## config.mk

```make
export PLATFORM = sky130hd
export DESIGN_NAME = rfs_ctrl
export DESIGN_NICKNAME = d
export VERILOG_FILES = /design/src/sv/rfs_pkg.sv /design/src/sv/rfs_ctrl.sv
export SDC_FILE = /design/constraint.sdc
export NUM_CORES = 1
export LEC_CHECK = 0
export ABC_CLOCK_PERIOD_IN_PS = 1510
export BUFFER_PORTS_ARGS = -buffer_cell sky130_fd_sc_hd__buf_2
export CAP_MARGIN = 20
export CORE_AREA = 2 2 39 41
export CTS_CLUSTER_SIZE = 10
export DETAILED_ROUTE_END_ITERATION = 8
export DIE_AREA = 0 0 41 43
export SYNTH_ARGS = -nofsm -noshare
export SYNTH_HDL_FRONTEND = slang
export SYNTH_SLANG_ARGS = --single-unit
export TNS_END_PERCENT = 5
```

## constraint.sdc

```tcl
create_clock -name clk -period 1.51 [get_ports clk]
set_input_delay 0.302 -clock clk [delete_from_list [all_inputs] [get_ports clk]]
set_output_delay 0.302 -clock clk [all_outputs]
set_load 0.02 [all_outputs]
```

## src/sv/rfs_pkg.sv

```systemverilog
// Shared types, constants and helper functions for the RTP flow statistics block.
// Used by rfs_ctrl, rfs_datapath and rtp_flow_statistics_top; depends on nothing.
`default_nettype none
package rfs_pkg;

	localparam int FLOW_ENTRIES = 256;
	localparam int IDX_W = $clog2(FLOW_ENTRIES);
	localparam int CNT_W = IDX_W + 1;

	localparam logic [15:0] ETH_IPV4 = 16'h0800;
	localparam logic [15:0] ETH_VLAN = 16'h8100;
	localparam logic [7:0] UDP_PROTOCOL_NUM = 8'd17;
	localparam logic [15:0] UDP_MIN_LEN = 16'd16;
	localparam logic [1:0] RTP_VERSION = 2'd2;
	localparam logic [6:0] PT_RTCP_LO = 7'd72;
	localparam logic [6:0] PT_RTCP_HI = 7'd76;
	localparam logic [6:0] PT_DTMF_LO = 7'd101;
	localparam logic [6:0] PT_DTMF_HI = 7'd102;
	localparam logic [15:0] SEQ_WINDOW = 16'd15;
	// timestamp / rate / 100, folded into one divisor
	localparam logic [31:0] DIVISOR_PLAIN = 32'd100;
	localparam logic [31:0] DIVISOR_8K = 32'd800000;
	localparam logic [31:0] DIVISOR_44K = 32'd4410000;
	// reciprocals rounded down: 2^38 / 100, 2^51 / 800000, 2^53 / 4410000
	localparam logic [31:0] RECIP_PLAIN = 32'd2748779069;
	localparam logic [31:0] RECIP_8K = 32'd2814749767;
	localparam logic [31:0] RECIP_44K = 32'd2042448810;

	typedef enum logic [2:0] {
		ST_DROPPED = 3'd0,
		ST_NEW     = 3'd1,
		ST_UPDATED = 3'd2,
		ST_NON_RTP = 3'd3,
		ST_FULL    = 3'd4
	} status_t;

	typedef enum logic [1:0] {
		CLS_RTP  = 2'd0,
		CLS_RTCP = 2'd1,
		CLS_DTMF = 2'd2,
		CLS_RSVD = 2'd3
	} class_t;

	typedef enum logic [1:0] {
		RATE_ONE = 2'd0,
		RATE_8K  = 2'd1,
		RATE_44K = 2'd2,
		RATE_UNUSED = 2'd3
	} rate_t;

	typedef enum logic [2:0] {
		S_IDLE,
		S_CHECK,
		S_KEY_RD,
		S_KEY_CMP,
		S_STAT_CHK,
		S_DIV,
		S_WRITE
	} state_t;

	typedef struct packed {
		logic [31:0] ether_types;
		logic [7:0]  ip_protocol;
		logic [31:0] source_address;
		logic [31:0] dest_address;
		logic [31:0] port_pair;
		logic [15:0] udp_length;
		logic [1:0]  rtp_version;
		logic [6:0]  payload_type;
		logic [15:0] sequence_req;
		logic [31:0] media_stamp;
		logic [31:0] sync_source;
		logic [51:0] arrival_us;
	} in_t;

	typedef struct packed {
		status_t     status;
		logic [7:0]  flow_index;
		logic [1:0]  flow_class;
		logic [31:0] packets;
		logic [31:0] missed;
		logic [31:0] missed_size;
		logic [31:0] late;
		logic [31:0] jumps;
		logic [31:0] reordered;
		logic [63:0] min_gap_us;
		logic [63:0] max_gap_us;
		logic [31:0] jitter;
	} res_t;

	typedef struct packed {
		class_t      cls;
		rate_t       rate;
		logic [15:0] last_seq;
		logic [31:0] packets;
		logic [31:0] missed;
		logic [31:0] missed_size;
		logic [31:0] late;
		logic [31:0] jumps;
		logic [31:0] ooo;
		logic [51:0] last_arr;
		logic [63:0] min_gap;
		logic [63:0] max_gap;
		logic [31:0] jitter;
	} flow_rec_t;

	typedef struct packed {
		logic    capture;
		logic    idx_clr;
		logic    idx_inc;
		logic    key_rd;
		logic    stat_rd;
		logic    calc;
		logic    div_start;
		logic    alloc;
		logic    upd_wr;
		logic    fire;
		status_t code;
	} cmd_t;

	typedef struct packed {
		logic drop;
		logic idx_end;
		logic full;
		logic match;
		logic non_rtp;
		logic div_done;
	} dp_stat_t;

	function automatic rate_t rate_of(input logic [6:0] pt);
		rate_t r;
		unique case (pt)
			7'd0, 7'd3, 7'd4, 7'd8, 7'd9, 7'd12, 7'd18: r = RATE_8K;
			7'd10, 7'd11: r = RATE_44K;
			default: r = RATE_ONE;
		endcase
		return r;
	endfunction

	function automatic class_t class_of(input logic [6:0] pt, input logic [31:0] ports);
		class_t c;
		c = CLS_RTP;
		if (pt >= PT_RTCP_LO && pt <= PT_RTCP_HI && ports[16] && ports[0])
			c = CLS_RTCP;
		if (pt >= PT_DTMF_LO && pt <= PT_DTMF_HI)
			c = CLS_DTMF;
		return c;
	endfunction

	function automatic logic [31:0] divisor_of(input rate_t r);
		logic [31:0] d;
		unique case (r)
			RATE_8K:  d = DIVISOR_8K;
			RATE_44K: d = DIVISOR_44K;
			default:  d = DIVISOR_PLAIN;
		endcase
		return d;
	endfunction

	function automatic logic [31:0] recip_of(input rate_t r);
		logic [31:0] m;
		unique case (r)
			RATE_8K:  m = RECIP_8K;
			RATE_44K: m = RECIP_44K;
			default:  m = RECIP_PLAIN;
		endcase
		return m;
	endfunction

endpackage
`default_nettype wire

```

## src/sv/rfs_ctrl.sv

```systemverilog
// Controller state machine: sequences check, key search, allocation and update.
// Depends on rfs_pkg; drives rfs_datapath through cmd_t and reads dp_stat_t.
`default_nettype none
module rfs_ctrl (
	input  wire                clk,
	input  wire                arst_n,
	input  wire                start,
	output logic               busy,
	input  rfs_pkg::dp_stat_t  st,
	output rfs_pkg::cmd_t      cmd
);
	import rfs_pkg::*;

	state_t state_q, state_d;

	always_ff @(posedge clk or negedge arst_n) begin
		if (!arst_n)
			state_q <= S_IDLE;
		else
			state_q <= state_d;
	end

	always_comb begin
		state_d = state_q;
		unique case (state_q)
			S_IDLE:     if (start) state_d = S_CHECK;
			S_CHECK:    state_d = st.drop ? S_IDLE : S_KEY_RD;
			S_KEY_RD:   state_d = st.idx_end ? S_IDLE : S_KEY_CMP;
			S_KEY_CMP:  state_d = st.match ? S_STAT_CHK : S_KEY_RD;
			S_STAT_CHK: state_d = st.non_rtp ? S_IDLE : S_DIV;
			S_DIV:      if (st.div_done) state_d = S_WRITE;
			S_WRITE:    state_d = S_IDLE;
			default:    state_d = S_IDLE;
		endcase
	end

	always_comb begin
		cmd = '0;
		cmd.code = ST_DROPPED;
		busy = (state_q != S_IDLE);
		unique case (state_q)
			S_IDLE: cmd.capture = start;
			S_CHECK: begin
				cmd.idx_clr = 1'b1;
				cmd.fire = st.drop;
			end
			S_KEY_RD: begin
				// end of used entries: allocate or report full
				if (st.idx_end) begin
					cmd.fire = 1'b1;
					cmd.alloc = !st.full;
					cmd.code = st.full ? ST_FULL : ST_NEW;
				end else begin
					cmd.key_rd = 1'b1;
				end
			end
			S_KEY_CMP: begin
				cmd.stat_rd = st.match;
				cmd.idx_inc = !st.match;
			end
			S_STAT_CHK: begin
				cmd.fire = st.non_rtp;
				cmd.code = ST_NON_RTP;
				cmd.calc = !st.non_rtp;
				cmd.div_start = !st.non_rtp;
			end
			S_DIV: ;
			S_WRITE: begin
				cmd.upd_wr = 1'b1;
				cmd.fire = 1'b1;
				cmd.code = ST_UPDATED;
			end
			default: ;
		endcase
	end

endmodule
`default_nettype wire

```

==> flow_metrics.env <==
export IMPL_path_class="reg -> out"
export IMPL_status="finished with violations"
export IMPL_synth_compound_area_share_pct=22.2
export IMPL_avgViaCountPerCell=4.93
export IMPL_powerDensity_nw_per_um2=1910
export IMPL_timing_fmax_ghz=0.621
export IMPL_clkSlewWorstSetupHoldPaths_ns=0.04
export IMPL_end_kind="primary output"
export IMPL_violations="setup timing"
export IMPL_synth_top_family_by_area="simple AND/OR/NAND/NOR gates"
export IMPL_io_pins=23
export IMPL_cp_slowest_stage_delay_ns=0.43
export IMPL_placed_area_um2=498
export IMPL_cts_root_buffer="clkbuf_4"
export IMPL_hpwlAfterDp_um=727
export IMPL_fillerInstances=135
export IMPL_regArea_um2=76.3
export IMPL_largest_reg_flops=3
export IMPL_p_int_mw=0.648
export IMPL_grt_max_degree=9
export IMPL_async_flop_share_pct=100
export IMPL_synth_top_cell_area_share_pct=25.1
export IMPL_htree_num_levels=1
export IMPL_clock_skew_ns=0.0000365
export IMPL_maxCapViolCount=0
export IMPL_cp_required_ns=1.21
export IMPL_finalWorstSetupSlack_ns=-0.100
export IMPL_worst_slew_pin_slew_ns=0.248
export IMPL_relSlewSlack_pct=83.4
export IMPL_clk_latency_ns=0.23
export IMPL_finalHoldViolations=0
export IMPL_port_buffer_count=22
export IMPL_synth_simple_area_share_pct=36.8
export IMPL_cts_tree="yes"
export IMPL_antenna_left=0
export IMPL_drt_pass1_iterations=4
export IMPL_slowest_stage="dfrtp_2"
export IMPL_syn_nets=48
export IMPL_synth_edff_count=0
export IMPL_hold_class="in -> reg"
export IMPL_synth_top_cell_by_area="dfrtp_1"
export IMPL_ys_warn_count=0
export IMPL_rsz0062_at_grt="yes"
export IMPL_ys_ff_latch=3
export IMPL_p_leak_nw=0.314
export IMPL_core_um2=1380
export IMPL_synthXorXnorAreaFrac_pct=0
export IMPL_wl_per_cell_um=11.7
export IMPL_layout_worst_path_cycle_share_pct=107
export IMPL_multi_input_area_um2=272
export IMPL_route_detailed_drc=0
export IMPL_numCtsBuffers=3
export IMPL_die_area_um2=1760
export IMPL_drive_above_1_share_pct=68.9
export IMPL_diodes=0
export IMPL_wl_mm=1.05
export IMPL_synth_ff_type="dfrtp_1"
export IMPL_crit_arrival_ns=1.31
export IMPL_nets=84
export IMPL_path_cells="buf_4 -> nor3_4 -> a21o_1 -> buf_6"
export IMPL_grt_antenna_before_repair=0
export IMPL_seq_area_frac_synth_pct=25.1
export IMPL_p_seq_share_pct=12.4
export IMPL_drt_initial_drc_count=12
export IMPL_synth_fa_ha_area_share_pct=0
export IMPL_timing_final_max_slew_violations=0
export IMPL_cp_max_fo=6
export IMPL_fin_setup_tns_ns=-0.595
export IMPL_die_w_um=41
export IMPL_final_setup_viol_count=12
export IMPL_synth_area_leaders="dfrtp_1 (25%), nor4_1 (8.4%), nor4b_1 (5.9%)"
export IMPL_grt_pass1_wl_mm=1.50
export IMPL_cts_sinks=3
export IMPL_area_growth_syn_to_layout_pct=115
export IMPL_fin_area_um2=642
export IMPL_rows=14
export IMPL_vdd_drop_max_uv=714
export IMPL_finalWeightedCongestion=0.797
export IMPL_syn_area_um2=299
export IMPL_post_route_min_period_ns=1.61
export IMPL_grt_total_usage_pct=12.6
export IMPL_top_regs="state_q x3"
export IMPL_clockPowerShare_pct=11.6
export IMPL_power_share_switching_pct=47.0
export IMPL_vias=444
export IMPL_start_util_pct=21.6
export IMPL_synth_cells=39
export IMPL_power_switching_mw=0.575
export IMPL_p_comb_share_pct=76.0
export IMPL_worstSetupStartpointType="register"
export IMPL_yosys_mux_area_fraction_pct=5.02
export IMPL_die_y_um=43
export IMPL_clockBufferDepth=2
export IMPL_avgSynthCellArea_um2=7.67
export IMPL_largest_register="state_q"
export IMPL_gr_total_overflow=0
export IMPL_grt_pass1_vias=391
export IMPL_synth_cell_types=25
==> synth_stat cells, types with 2 or more instances <==
master and count:
nand2b_1 2, a21o_1 2, o21ai_0 2, buf_2 2
dfrtp_1 3, or3_1 2, nor4b_1 2, nor4_1 4
inv_1 2, nand2_1 2, a21oi_1 2
==> worst max-delay path: cells and delay by family, from the launching register on <==
family / cells / cell delay [ns]
buf+inv: 2 / 0.29
compound gates: 1 / 0.15
simple gates: 1 / 0.20
flops: 1 / 0.43
==> power groups by stage <==
| stage | clock network (mW) | logic [mW] | registers, mW |
|---|---|---|---|
| 2_1_floorplan | 0 | 0.473 | 0.133 |
| 3_3_place_gp | 0 | 0.699 | 0.163 |
| 3_5_place_dp | 0 | 0.698 | 0.165 |
| 4_1_cts | 0.147 | 0.869 | 0.153 |
| 5_1_grt | 0.153 | 0.995 | 0.159 |
| 6_report | 0.142 | 0.930 | 0.151 |
==> per-layer routing <==
metal  track usage [%]  share of wire, %  vias to the layer above  wire, um
li1                  -                 -                      213         -
met3              1.57               5.9                        2        62
met5                 0                 0                        -         0
met1              14.2                40                      209       416
met4              8.00               1.5                        0        16
met2              20.6                53                       20       558
==> timing repair <==
action                                  in CTS  in global routing
hold endpoints to repair                     3                  0
pin swaps                                    4                  1
resized for setup                           14                  7
endpoints found under the setup margin      12                 13
hold buffers                                 1                  0
buffers inserted                             3                  1
==> through the flow <==
| step | worst slack, ns | power, mW | utilization (%) | hold slack, ns | std cells |
|---|---|---|---|---|---|
| floorplan | -0.150 | 0.606 | - | 0.00641 | 39 |
| global placement | 0.0771 | 0.862 | 36.0 | 0.100 | 81 |
| detailed placement | 0.0845 | 0.862 | 36.0 | 0.103 | 81 |
| CTS | -0.0990 | 1.17 | 43.9 | 0.265 | 89 |
| global route | -0.160 | 1.31 | 46.4 | 0.282 | 90 |
| finish | -0.100 | 1.22 | 46.4 | 0.268 | 90 |
==> logic make-up after synthesis <==
family          after synthesis
simple gates                 18
compound gates               10
flops                         3
mux                           1
buf+inv                       7
==> final timing paths <==
check,startpoint,to,slack (ns),cells past startpoint
worst max-delay path,state_q[2],cmd[3],-0.10,4
worst min-delay path,st[0],state_q[0],0.27,2
worst min register to register,state_q[2],state_q[2],0.64,2
max in group asynchronous,arst_n,state_q[2],1.00,2
min in group asynchronous,arst_n,state_q[2],0.39,2
worst max register to register,state_q[0],state_q[1],-0.01,4
==> final cells by class <==
class / count / share of cell area (%)
Sequential cell: 3 / 11.9
Timing Repair Buffer: 35 / 36.8
Multi-Input combinational cell: 29 / 42.3
Clock buffer: 4 / 4.09
Inverter: 3 / 1.75
Tap cell: 16 / 3.12
==> placed cells by master, fill, tap and decap left out <==
cell,count
o21ai_1,1
and3_1,1
nor4_2,1
a21oi_2,1
a21oi_1,1
nor4_1,2
buf_6,1
mux2_4,1
nor3_4,1
dfrtp_1,2
o21ai_0,2
nor3b_4,1
dfrtp_2,1
nor2b_4,1
o211ai_1,1
nand2b_1,2
clkbuf_1,1
clkbuf_4,3
buf_4,20
nor4_4,1
or3_1,1
or3_4,1
nor2_4,1
a222oi_1,1
nand2_1,2
inv_2,2
and2_1,1
a21o_1,2
a221oi_1,1
dlygate4sd3_1,1
nor4b_2,2
buf_2,13
inv_1,1
(Power assumes the default switching activity.)
